[src/rtl/first_order_iir_with_soft_start_limit_defines.svh]
// Assertion macros shared by the filter's RTL modules.
// Depends on nothing; included by the modules that carry assertions.
`ifndef FIRST_ORDER_IIR_WITH_SOFT_START_LIMIT_DEFINES_SVH
`define FIRST_ORDER_IIR_WITH_SOFT_START_LIMIT_DEFINES_SVH

// Same-cycle implication, disabled while reset is held.
`define FOI_ASSERT_IMP(name, clk, rst_n, ante, cons, msg) \
    name: assert property (@(posedge clk) disable iff (!rst_n) (ante) |-> (cons)) \
        else $error(msg);

// Next-cycle implication, disabled while reset is held.
`define FOI_ASSERT_NXT(name, clk, rst_n, ante, cons, msg) \
    name: assert property (@(posedge clk) disable iff (!rst_n) (ante) |=> (cons)) \
        else $error(msg);

`endif

[src/rtl/foi_pkg.sv]
// Types, widths and constants of the first-order IIR filter.
// Depends on nothing; used by the interfaces, the multiplier, the divider and the top module.
package foi_pkg;

    localparam int DATA_W    = 32;
    localparam int FRAC_BITS = 16;
    localparam int STEP_W    = 16;
    localparam int PROD_W    = 2 * DATA_W;
    localparam int ACC_W     = PROD_W + 2;
    localparam int QUO_W     = DATA_W + 1;
    localparam int CFG_IDX_W = 3;

    localparam logic signed [DATA_W-1:0] COEF_ONE = DATA_W'(1) << FRAC_BITS;
    localparam logic signed [DATA_W-1:0] DATA_MAX = {1'b0, {(DATA_W-1){1'b1}}};
    localparam logic signed [DATA_W-1:0] DATA_MIN = {1'b1, {(DATA_W-1){1'b0}}};

    typedef enum logic [CFG_IDX_W-1:0] {
        CFG_B0        = 3'd0,
        CFG_B1        = 3'd1,
        CFG_A0        = 3'd2,
        CFG_A1        = 3'd3,
        CFG_SAT_EN    = 3'd4,
        CFG_SAT_MIN   = 3'd5,
        CFG_SAT_MAX   = 3'd6,
        CFG_SS_STEPS  = 3'd7
    } t_cfg_idx;

    typedef enum logic {
        OP_FILTER = 1'b0,
        OP_CLEAR  = 1'b1
    } t_op;

    typedef struct packed {
        logic              start;
        logic [ACC_W-1:0]  num_mag;
        logic [DATA_W-1:0] den_mag;
    } t_div_req;

    typedef struct packed {
        logic             busy;
        logic             done;
        logic [QUO_W-1:0] quo;
    } t_div_rsp;

endpackage

[src/rtl/foi_if.sv]
// Handshake channels of the filter: sample input, result output, register writes.
// Depends on foi_pkg for the payload widths.
interface foi_in_if;
    import foi_pkg::*;
    logic                     valid;
    logic                     ready;
    logic                     op;
    logic signed [DATA_W-1:0] sample;
    modport source (output valid, output op, output sample, input ready);
    modport sink   (input valid, input op, input sample, output ready);
endinterface

interface foi_out_if;
    import foi_pkg::*;
    logic                     valid;
    logic                     ready;
    logic signed [DATA_W-1:0] value;
    logic                     saturated;
    modport source (output valid, output value, output saturated, input ready);
    modport sink   (input valid, input value, input saturated, output ready);
endinterface

interface foi_cfg_if;
    import foi_pkg::*;
    logic                 valid;
    logic                 ready;
    logic [CFG_IDX_W-1:0] idx;
    logic [DATA_W-1:0]    data;
    modport source (output valid, output idx, output data, input ready);
    modport sink   (input valid, input idx, input data, output ready);
endinterface

[src/rtl/foi_mul.sv]
// Shared signed multiplier with a registered product.
// Depends on foi_pkg for the operand and product widths.
module foi_mul (
    input  logic                              i_clk,
    input  logic signed [foi_pkg::DATA_W-1:0] i_a,
    input  logic signed [foi_pkg::DATA_W-1:0] i_b,
    output logic signed [foi_pkg::PROD_W-1:0] o_prod
);
    import foi_pkg::*;

    logic signed [PROD_W-1:0] r_prod;

    always_ff @(posedge i_clk) begin
        r_prod <= PROD_W'(i_a) * PROD_W'(i_b);
    end

    assign o_prod = r_prod;

endmodule

[src/rtl/foi_div.sv]
// Restoring serial divider, one quotient bit per cycle, unsigned magnitudes.
// Depends on foi_pkg and the assertion macro header.
`include "first_order_iir_with_soft_start_limit_defines.svh"

module foi_div (
    input  logic              i_clk,
    input  logic              i_rst_n,
    input  foi_pkg::t_div_req i_req,
    output foi_pkg::t_div_rsp o_rsp
);
    import foi_pkg::*;

    localparam int CNT_W = $clog2(QUO_W + 1);

    logic [DATA_W-1:0] r_rem;
    logic [DATA_W-1:0] r_den;
    logic [QUO_W-1:0]  r_dvd;
    logic [QUO_W-1:0]  r_quo;
    logic [CNT_W-1:0]  r_cnt;
    logic              r_busy;
    logic              r_done;

    logic [DATA_W:0]   trial;
    logic [DATA_W:0]   den_ext;
    logic              fits;

    // The caller guarantees that the dividend bits above the quotient field
    // are already below the divisor, so they seed the partial remainder.
    assign trial   = {r_rem, r_dvd[QUO_W-1]};
    assign den_ext = {1'b0, r_den};
    assign fits    = trial >= den_ext;

    always_ff @(posedge i_clk) begin
        if (!i_rst_n) begin
            r_busy <= 1'b0;
            r_done <= 1'b0;
            r_cnt  <= '0;
        end else begin
            r_done <= 1'b0;
            if (i_req.start) begin
                r_rem  <= i_req.num_mag[QUO_W+DATA_W-1:QUO_W];
                r_dvd  <= i_req.num_mag[QUO_W-1:0];
                r_den  <= i_req.den_mag;
                r_quo  <= '0;
                r_cnt  <= CNT_W'(QUO_W);
                r_busy <= 1'b1;
            end else if (r_busy) begin
                r_dvd <= {r_dvd[QUO_W-2:0], 1'b0};
                if (fits) begin
                    r_rem <= DATA_W'(trial - den_ext);
                    r_quo <= {r_quo[QUO_W-2:0], 1'b1};
                end else begin
                    r_rem <= trial[DATA_W-1:0];
                    r_quo <= {r_quo[QUO_W-2:0], 1'b0};
                end
                r_cnt <= r_cnt - 1'b1;
                if (r_cnt == CNT_W'(1)) begin
                    r_busy <= 1'b0;
                    r_done <= 1'b1;
                end
            end
        end
    end

    assign o_rsp.busy = r_busy;
    assign o_rsp.done = r_done;
    assign o_rsp.quo  = r_quo;

    `FOI_ASSERT_IMP(a_div_no_restart, i_clk, i_rst_n, i_req.start, !r_busy, "divider restarted while busy")
    `FOI_ASSERT_IMP(a_div_busy_cnt, i_clk, i_rst_n, r_busy, r_cnt != '0, "divider busy with no bits left")
    `FOI_ASSERT_NXT(a_div_done_pulse, i_clk, i_rst_n, r_done, !r_done && !r_busy, "divider done held")

endmodule

[src/rtl/first_order_iir_with_soft_start_limit.sv]
// A filter beat runs the products, the magnitude and divisor checks and the serial divider;
// a zero divisor or an overflowing quotient skips the divider and gives zero or a saturated value.
// While the soft-start ramp is active each beat adds two limit divides.
// A clear beat goes from S_IDLE straight to S_FIN. One beat is in flight at a time,
// so the next beat waits until S_FIN registers the result, which stalls while the output drains.
// Synchronous active-low reset restores register defaults and zeroes history, step and flag.
`include "first_order_iir_with_soft_start_limit_defines.svh"

module first_order_iir_with_soft_start_limit (
    input  logic      i_clk,
    input  logic      i_rst_n,
    foi_in_if.sink    i_in,
    foi_out_if.source o_out,
    foi_cfg_if.sink   i_cfg
);
    import foi_pkg::*;

    typedef enum logic [3:0] {
        S_IDLE, S_M0, S_M1, S_M2, S_M3, S_MAG, S_CHK, S_DIV,
        S_SAT, S_SSM, S_SSP, S_SSS, S_SSD, S_FIN
    } t_state;

    t_state r_state;

    logic signed [DATA_W-1:0] r_b0, r_b1, r_a0, r_a1, r_sat_min, r_sat_max;
    logic                     r_sat_en;
    logic [STEP_W-1:0]        r_ss_steps;

    logic signed [DATA_W-1:0] r_prev_in, r_prev_out, r_x, r_y;
    logic [STEP_W-1:0]        r_step;
    logic                     r_sat_flag;
    logic                     r_clear;
    logic                     r_lim_hi;
    logic signed [ACC_W-1:0]  r_acc;
    logic [ACC_W-1:0]         r_mag;
    logic                     r_neg;

    logic                     r_out_valid;
    logic signed [DATA_W-1:0] r_out_value;
    logic                     r_out_sat;

    logic signed [DATA_W-1:0] mul_a, mul_b;
    logic signed [PROD_W-1:0] prod;
    logic signed [ACC_W-1:0]  prod_ext;
    logic [DATA_W-1:0]        a0_mag;
    logic                     a0_zero;
    logic                     quo_ovf;
    logic                     ss_active;
    logic signed [DATA_W-1:0] div_val;
    t_div_req                 div_req;
    t_div_rsp                 div_rsp;

    function automatic logic signed [DATA_W-1:0] clamp_quo(
        input logic             neg,
        input logic [QUO_W-1:0] mag
    );
        logic [QUO_W-1:0] neg_mag;
        neg_mag = ~mag + 1'b1;
        if (neg) begin
            if (mag > {1'b0, DATA_MIN}) begin
                return DATA_MIN;
            end
            return neg_mag[DATA_W-1:0];
        end
        if (mag[QUO_W-1] || mag[DATA_W-1]) begin
            return DATA_MAX;
        end
        return mag[DATA_W-1:0];
    endfunction

    foi_mul u_mul (
        .i_clk  (i_clk),
        .i_a    (mul_a),
        .i_b    (mul_b),
        .o_prod (prod)
    );

    foi_div u_div (
        .i_clk   (i_clk),
        .i_rst_n (i_rst_n),
        .i_req   (div_req),
        .o_rsp   (div_rsp)
    );

    assign prod_ext  = {{(ACC_W-PROD_W){prod[PROD_W-1]}}, prod};
    assign a0_mag    = r_a0[DATA_W-1] ? DATA_W'(-r_a0) : r_a0;
    assign a0_zero   = (r_a0 == '0);
    // A quotient of 2^33 or more can only saturate, so the divider is skipped.
    assign quo_ovf   = r_mag[ACC_W-1:QUO_W] >= {1'b0, a0_mag};
    assign ss_active = (r_ss_steps != '0) && (r_step < r_ss_steps);
    assign div_val   = clamp_quo(r_neg, div_rsp.quo);

    always_comb begin
        unique case (r_state)
            S_M1: begin
                mul_a = r_b1;
                mul_b = r_prev_in;
            end
            S_M2: begin
                mul_a = r_a1;
                mul_b = r_prev_out;
            end
            S_SSM: begin
                mul_a = r_lim_hi ? r_sat_max : r_sat_min;
                mul_b = {{(DATA_W-STEP_W){1'b0}}, r_step};
            end
            default: begin
                mul_a = r_b0;
                mul_b = r_x;
            end
        endcase
    end

    always_comb begin
        div_req.start   = ((r_state == S_CHK) && !a0_zero && !quo_ovf) || (r_state == S_SSS);
        div_req.num_mag = r_mag;
        div_req.den_mag = (r_state == S_SSS) ? {{(DATA_W-STEP_W){1'b0}}, r_ss_steps} : a0_mag;
    end

    always_ff @(posedge i_clk) begin
        if (!i_rst_n) begin
            r_state     <= S_IDLE;
            r_b0        <= COEF_ONE;
            r_b1        <= '0;
            r_a0        <= COEF_ONE;
            r_a1        <= '0;
            r_sat_en    <= 1'b0;
            r_sat_min   <= '0;
            r_sat_max   <= '0;
            r_ss_steps  <= '0;
            r_prev_in   <= '0;
            r_prev_out  <= '0;
            r_step      <= '0;
            r_sat_flag  <= 1'b0;
            r_clear     <= 1'b0;
            r_lim_hi    <= 1'b0;
            r_out_valid <= 1'b0;
        end else begin
            if (i_cfg.valid && i_cfg.ready) begin
                unique case (t_cfg_idx'(i_cfg.idx))
                    CFG_B0:       r_b0       <= i_cfg.data;
                    CFG_B1:       r_b1       <= i_cfg.data;
                    CFG_A0:       r_a0       <= i_cfg.data;
                    CFG_A1:       r_a1       <= i_cfg.data;
                    CFG_SAT_EN:   r_sat_en   <= i_cfg.data[0];
                    CFG_SAT_MIN:  r_sat_min  <= i_cfg.data;
                    CFG_SAT_MAX:  r_sat_max  <= i_cfg.data;
                    CFG_SS_STEPS: r_ss_steps <= i_cfg.data[STEP_W-1:0];
                endcase
            end

            if (o_out.valid && o_out.ready) begin
                r_out_valid <= 1'b0;
            end

            unique case (r_state)
                S_IDLE: begin
                    if (i_in.valid && i_in.ready) begin
                        r_x     <= i_in.sample;
                        r_clear <= (t_op'(i_in.op) == OP_CLEAR);
                        r_state <= (t_op'(i_in.op) == OP_CLEAR) ? S_FIN : S_M0;
                    end
                end
                S_M0: r_state <= S_M1;
                S_M1: begin
                    r_acc   <= prod_ext;
                    r_state <= S_M2;
                end
                S_M2: begin
                    r_acc   <= r_acc + prod_ext;
                    r_state <= S_M3;
                end
                S_M3: begin
                    r_acc   <= r_acc - prod_ext;
                    r_state <= S_MAG;
                end
                S_MAG: begin
                    r_neg   <= r_acc[ACC_W-1];
                    r_mag   <= r_acc[ACC_W-1] ? ACC_W'(-r_acc) : r_acc;
                    r_state <= S_CHK;
                end
                S_CHK: begin
                    if (a0_zero || quo_ovf) begin
                        if (r_mag == '0) begin
                            r_y <= '0;
                        end else begin
                            // The quotient's sign also takes the divisor's sign.
                            r_y <= (r_neg ^ r_a0[DATA_W-1]) ? DATA_MIN : DATA_MAX;
                        end
                        r_state <= S_SAT;
                    end else begin
                        r_neg   <= r_neg ^ r_a0[DATA_W-1];
                        r_state <= S_DIV;
                    end
                end
                S_DIV: begin
                    if (div_rsp.done) begin
                        r_y     <= div_val;
                        r_state <= S_SAT;
                    end
                end
                S_SAT: begin
                    if (r_sat_en) begin
                        if (r_y > r_sat_max) begin
                            r_y        <= r_sat_max;
                            r_sat_flag <= 1'b1;
                        end else if (r_y < r_sat_min) begin
                            r_y        <= r_sat_min;
                            r_sat_flag <= 1'b1;
                        end else begin
                            r_sat_flag <= 1'b0;
                        end
                    end
                    r_lim_hi <= 1'b1;
                    r_state  <= ss_active ? S_SSM : S_FIN;
                end
                S_SSM: r_state <= S_SSP;
                S_SSP: begin
                    r_neg   <= prod[PROD_W-1];
                    r_mag   <= prod[PROD_W-1] ? ACC_W'(-prod_ext) : prod_ext;
                    r_state <= S_SSS;
                end
                S_SSS: r_state <= S_SSD;
                S_SSD: begin
                    if (div_rsp.done) begin
                        // The upper scaled limit is applied first, the lower one last.
                        if (r_lim_hi) begin
                            if (r_y > div_val) begin
                                r_y <= div_val;
                            end
                            r_lim_hi <= 1'b0;
                            r_state  <= S_SSM;
                        end else begin
                            if (r_y < div_val) begin
                                r_y <= div_val;
                            end
                            r_state <= S_FIN;
                        end
                    end
                end
                S_FIN: begin
                    if (!r_out_valid) begin
                        r_out_valid <= 1'b1;
                        r_out_sat   <= r_sat_flag;
                        if (r_clear) begin
                            r_out_value <= '0;
                            r_prev_in   <= '0;
                            r_prev_out  <= '0;
                            r_step      <= '0;
                        end else begin
                            r_out_value <= r_y;
                            r_prev_in   <= r_x;
                            r_prev_out  <= r_y;
                            if (r_step != '1) begin
                                r_step <= r_step + 1'b1;
                            end
                        end
                        r_state <= S_IDLE;
                    end
                end
                default: r_state <= S_IDLE;
            endcase
        end
    end

    assign i_in.ready      = (r_state == S_IDLE);
    assign i_cfg.ready     = 1'b1;
    assign o_out.valid     = r_out_valid;
    assign o_out.value     = r_out_value;
    assign o_out.saturated = r_out_sat;

    `FOI_ASSERT_IMP(a_div_alive, i_clk, i_rst_n, (r_state == S_DIV) || (r_state == S_SSD), div_rsp.busy || div_rsp.done, "waiting on an idle divider")
    `FOI_ASSERT_NXT(a_flag_kept, i_clk, i_rst_n, (r_state == S_SAT) && !r_sat_en, $stable(r_sat_flag), "saturation flag changed while clamping is off")
    `FOI_ASSERT_NXT(a_clear_zero, i_clk, i_rst_n, (r_state == S_FIN) && r_clear && !r_out_valid, r_out_valid && (r_out_value == '0) && (r_step == '0), "clear beat left a nonzero result or step")

endmodule
[src/flat_wrapper.sv]
// flat-port wrapper written by rule: the top's interface ports become plain ports
module first_order_iir_with_soft_start_limit_flat import foi_pkg::*;
  (i_clk, i_rst_n, i_in_valid, i_in_op, i_in_sample, i_in_ready, o_out_valid, o_out_value, o_out_saturated, o_out_ready, i_cfg_valid, i_cfg_idx, i_cfg_data, i_cfg_ready);
  foi_in_if i_in_i ();
  foi_out_if o_out_i ();
  foi_cfg_if i_cfg_i ();
  input  logic i_clk;
  input  logic i_rst_n;
  input wire logic [$bits(i_in_i.valid)-1:0] i_in_valid;
  input wire logic [$bits(i_in_i.op)-1:0] i_in_op;
  input wire logic [$bits(i_in_i.sample)-1:0] i_in_sample;
  output wire logic [$bits(i_in_i.ready)-1:0] i_in_ready;
  output wire logic [$bits(o_out_i.valid)-1:0] o_out_valid;
  output wire logic [$bits(o_out_i.value)-1:0] o_out_value;
  output wire logic [$bits(o_out_i.saturated)-1:0] o_out_saturated;
  input wire logic [$bits(o_out_i.ready)-1:0] o_out_ready;
  input wire logic [$bits(i_cfg_i.valid)-1:0] i_cfg_valid;
  input wire logic [$bits(i_cfg_i.idx)-1:0] i_cfg_idx;
  input wire logic [$bits(i_cfg_i.data)-1:0] i_cfg_data;
  output wire logic [$bits(i_cfg_i.ready)-1:0] i_cfg_ready;
  assign i_in_i.valid = i_in_valid;
  assign i_in_i.op = i_in_op;
  assign i_in_i.sample = i_in_sample;
  assign i_in_ready = i_in_i.ready;
  assign o_out_valid = o_out_i.valid;
  assign o_out_value = o_out_i.value;
  assign o_out_saturated = o_out_i.saturated;
  assign o_out_i.ready = o_out_ready;
  assign i_cfg_i.valid = i_cfg_valid;
  assign i_cfg_i.idx = i_cfg_idx;
  assign i_cfg_i.data = i_cfg_data;
  assign i_cfg_ready = i_cfg_i.ready;
  first_order_iir_with_soft_start_limit u_core (.i_clk(i_clk), .i_rst_n(i_rst_n), .i_in(i_in_i), .o_out(o_out_i), .i_cfg(i_cfg_i));
endmodule
[config.mk]
export PLATFORM = sky130hd
export DESIGN_NAME = first_order_iir_with_soft_start_limit_flat
export DESIGN_NICKNAME = d
export VERILOG_FILES = /design/src/rtl/foi_pkg.sv /design/src/rtl/foi_if.sv /design/src/rtl/foi_mul.sv /design/src/rtl/foi_div.sv /design/src/rtl/first_order_iir_with_soft_start_limit.sv /design/src/flat_wrapper.sv
export VERILOG_INCLUDE_DIRS = /design/src /design/src/rtl
export SDC_FILE = /design/constraint.sdc
export NUM_CORES = 2
export LEC_CHECK = 0
export ABC_AREA = 0
export BUFFER_PORTS_ARGS = -buffer_cell sky130_fd_sc_hd__buf_2
export CAP_MARGIN = 10
export CORE_MARGIN = 2
export CORE_UTILIZATION = 45
export CTS_CLUSTER_DIAMETER = 120
export DETAILED_ROUTE_END_ITERATION = 8
export PLACE_DENSITY_LB_ADDON = 0.12
export SLEW_MARGIN = 10
export SYNTH_ARGS = -nofsm -noshare
export SYNTH_HDL_FRONTEND = slang
export SYNTH_HIERARCHICAL = 1
export SYNTH_SLANG_ARGS = --single-unit
[constraint.sdc]
create_clock -name i_clk -period 26 [get_ports i_clk]
set_clock_uncertainty 0.1 [all_clocks]
set_input_delay 3.9 -clock i_clk [delete_from_list [all_inputs] [get_ports i_clk]]
set_output_delay 3.9 -clock i_clk [all_outputs]
set_load 0.005 [all_outputs]
# After elaboration in Yosys (flattened, before gate mapping)
# Index checks and enable logic that the tools add are counted.
# classes
bitwise_logic	5
n_mul	1
addsub	9
muxes	67
magnitude_cmp	8
eq_ne	32
n_reduce_logical	46
# op_table
op	n
$mux 32	24
$pmux 66 s3	1
$pmux 32 s3	2
$mux 66	2
$pmux 66 s2	1
$pmux 32 s4	1
$mux 33	3
$add 66x64->66	1
$ge 33x32->1	2
$logic_not 66->1	1
$neg 64->66	1
$neg 66->66	1
$sub 66x64->66	1
$gt 32x32->1	2
$lt 32x32->1	2
$mul 32x32->64	1
$pmux 4 s14	1
$mux 16	3
$gt 33x32->1 const B	1
$add 32x1->32 const B	1
$logic_not 32->1	1
$neg 32->32	1
$not 32->32	1
$reduce_and 2->1	16
39 further kinds	97
# totals
ff_bits	729

# Depth between registers and ports, before layout
# logic_depth
ltp_word	13
ltp_mapped	38
mapped_depth_nobuf	32

# Modules after synthesis
# Netlist, hierarchy kept.
# modules_own_cells
mod	cells_per_inst	instances	area_per_inst_um2	seq_area_each_um2
foi_mul	4013	1	37766.2	1281.2
first_order_iir_with_soft_start_limit	4168	1	34311.7	12852.3
foi_div	619	1	7519.7	4063.9

# Least setup slack after synthesis
# No wires, ideal clock.
# synth_timing
path_type	input to register
start	in i_rst_n
end	reg u_core.r_y[0], enable pin
t_arrival_ns	9.276
cell_stages	3
slack_ns	16.031
t_required_ns	25.306
setup_time_ns	0.594
path_buffers	1
path_cell_list	clkbuf_1 -> nand2_1 -> a2111oi_0
# synth_between
elab_chain_len	1
# synth_lines
element	line_no	rtl
start: declaration	flat_wrapper.sv:8	input logic i_rst_n;
$reduce_and 9->1 (no source line)	-	
end signal: assignment	first_order_iir_with_soft_start_limit.sv:188	r_y <= (r_neg ^ r_a0[DATA_W-1]) ? DATA_MIN : DATA_MAX;
end signal: assignment	first_order_iir_with_soft_start_limit.sv:198	r_y <= div_val;
end signal: assignment	first_order_iir_with_soft_start_limit.sv:205	r_y <= r_sat_max;
end: declaration	first_order_iir_with_soft_start_limit.sv:29	logic signed [DATA_W-1:0] r_prev_in, r_prev_out, r_x, r_y;
# Every way passes these cells.
# A chain may end at the register's enable or synchronous reset.

# Worst setup path in the final report
# layout_timing
start	reg u_core.r_state[3]
end	reg u_core.u_mul.r_prod[59], in the netlist u_core/u_mul/o_prod[59]
# layout_between
elab_chain_len	3
word_cells_on_any_way	6
# layout_lines
element	line_no	rtl
start: declaration	first_order_iir_with_soft_start_limit.sv:23	t_state r_state;
start signal: assignment	first_order_iir_with_soft_start_limit.sv:161	r_state <= (t_op'(i_in.op) == OP_CLEAR) ? S_FIN : S_M0;
start signal: assignment	first_order_iir_with_soft_start_limit.sv:215	r_state <= ss_active ? S_SSM : S_FIN;
$eq 4x4->1 / $eq 4x2->1 (equally long branches)	first_order_iir_with_soft_start_limit.sv:94	unique case (r_state)
$pmux 32 s3 *	first_order_iir_with_soft_start_limit.sv:94	
net u_core.mul_b[5]	first_order_iir_with_soft_start_limit.sv:42	logic signed [DATA_W-1:0] mul_a, mul_b;
$mul 32x32->64 *	foi_mul.sv:14	r_prod <= PROD_W'(i_a) * PROD_W'(i_b);
end signal: assignment	foi_mul.sv:14	
end: declaration	foi_mul.sv:11	logic signed [PROD_W-1:0] r_prod;
# Mark *: on every way through the listed nets, which the timed path passes. The rest lies on a longest branch.

==> impl_metrics.toml <==
[global_routing]
grt_pass1_vias = 62867
grt_max_degree = 87
grt_pass1_wl_um = 385100
antenna_found_initial = 24
track_usage_pct = 27.60
met3_usage_pct = 3.369
use_met2_pct = 42.58
overflow = 0
grt_busiest_layer = "met2"
gr-usage-met1_pct = 40.67

[worst_setup_path]
cpMostUsedCell = "fa_1"
cp_slowest_stage_delay_ns = 0.90
reg2reg_slack_ns = 15.43
arrival_ns = 11.07
path_max_fanout = 64
critPathKind = "register to register"
cp.required_ns = 26.51
end_kind = "register"
cp-start-kind = "register"
reg2reg_depth = 29
r2r-end = "u_core/u_mul/o_prod[59]"
cp_slowest_cell = "fa_1"
timing.rr.start = "u_core/r_state[3]"

[sta]
report.final.setup_viol = 0
slew-limit-headroom_pct = 14.19
fin_crit_ns = 10.57
drv_slew = 0
rsz0062_at_grt = "no"
min_period_over_period_pct = 40.64
fmax_mhz = 94.63
worstMarginPinSlew_ns = 1.275
hold_violations = 0
finalSetupTns_ns = 0

[logic_synthesis]
synth_cells = 8799
synth_area_sq_um = 79590
synth-warning-count = 6
avgSynthCellArea_sq_um = 9.045
synth_fp_nets = 10389

[cells_and_area]
layout_common_cells = "nand2_1 (1368), inv_1 (1186), fa_1 (1084)"
num-nets-final = 10198
drive_above_1_share_pct = 5.783
final_area_sq_um = 85150
layout_commonest_cell = "nand2_1"
fill_cells = 16826
syn2layout_area_growth_pct = 6.989

[cts]
cts_tree = "yes"
ctsHtreeMaxLevel = 3
cts_root_buf = "clkbuf_16"
clk-insertion-delay-late_ns = 0.73
cts.path.max_buffers = 3
clk_pin_slew_worst_paths_ns = 0.06
cts_resized = 0
cts_setup_buffers = 0
cts-buffers-inserted = 86
cts.sinks = 729
hold_buffers = 0

[pwr]
power_leakage_nw = 36.66
pwr_density_cell_nw_per_um2 = 101.7
ir_worst_vdd_mv = 0.1128

[status]
outcome = "finished clean"

[min_path]
holdPathEnd = "u_core/r_a1[21]"
hp-start = "u_core/r_a1[21]"
hold_path.class = "register to register"
hold-path-cell-count = 2

[drt]
drc = 0
drt_iter0_drc = 5407
drt.antenna.violating_nets = 0
first_pass_iters = 6
wl_um = 247800
viasPerCell = 5.635
wire_per_inst_um = 22.47
via_count = 62153

[placement]
dp_hpwl_um = 191300
port-buffer-count = 107
dpl_cell_area_sq_um = 82160
place.gp.congestion = 0.9343

[floorplan]
rows = 154
dieHeight_um = 424.6
core_area_sq_um = 175900
chipWidth_um = 424.6
die-area_sq_um = 180200
start_util_pct = 45.24
ios = 109

[run]
drv_cap = 0
## report_power, final
part / internal [W] / leakage (nW) / switching, W
Clock: 0.000735 / 1.43 / 0.000532
Combinational: 0.00214 / 29.0 / 0.00361
Sequential: 0.00141 / 6.25 / 0.000227
## worst max path at each step
| stage | from | to | slack, ns | depth (start not counted) |
|---|---|---|---|---|
| floorplan | i_rst_n | u_core/r_y[0] | 16.03 | 3 |
| finish | u_core/r_state[3] | u_core/u_mul/o_prod[59] | 15.43 | 29 |
| CTS | u_core/r_state[3] | u_core/u_mul/o_prod[59] | 15.46 | 29 |
| detailed placement | u_core/r_state[3] | u_core/u_mul/o_prod[59] | 15.46 | 29 |
| global placement | u_core/r_state[3] | u_core/u_mul/o_prod[59] | 15.63 | 29 |
| global route | u_core/r_state[3] | u_core/u_mul/o_prod[59] | 14.73 | 29 |
## stage by stage
step                power (W)  hold WS (ns)  setup slack [ns]  std cells  util [%]
floorplan            0.005677        0.3030             16.03       8799         -
global placement     0.007329        0.3407             15.63      10860     46.70
detailed placement   0.007349        0.3464             15.46      10860     46.70
CTS                  0.008649        0.3547             15.46      11021     48.39
global route         0.009393        0.3718             14.73      11027     48.40
finish               0.008659        0.3556             15.43      11029     48.40
## state kept, by name, summed over array words and instances, names as in the netlist, 33 cells and up
| signal | flops |
|---|---|
| u_core/r_acc | 66 |
| u_core/r_mag | 66 |
| u_core/u_div/r_dvd | 33 |
| u_core/u_div/r_quo | 33 |
| u_core/u_mul/o_prod | 64 |
## critical path, delay by kind of cell, from the launching register on
family | cells | cell delay, ns
DFF | 1 | 0.70
adders and majority gates | 9 | 4.73
and+or+nand+nor | 7 | 1.69
buffers and inverters | 7 | 1.98
AOI/OAI and AO/OA | 6 | 1.22
## layout make-up
class	count	area, sq um	area share (%)
clock inverters	33	466.7	0.5481
multi-input cells	6376	55140	64.75
diodes	8	20.02	0.02351
repair buffers	226	1429	1.678
well taps	2340	2928	3.438
inverters	1189	4472	5.251
flip-flops and latches	729	18200	21.37
clock buffers	128	2499	2.934
## metal layers
metal | wire, um | up-vias
met3 | 16280 | 317
met2 | 110100 | 2044
li1 | - | 28306
met1 | 114100 | 31486
met5 | 0 | -
met4 | 7315 | 0
No activity file was read; power rests on OpenSTA's default activity.
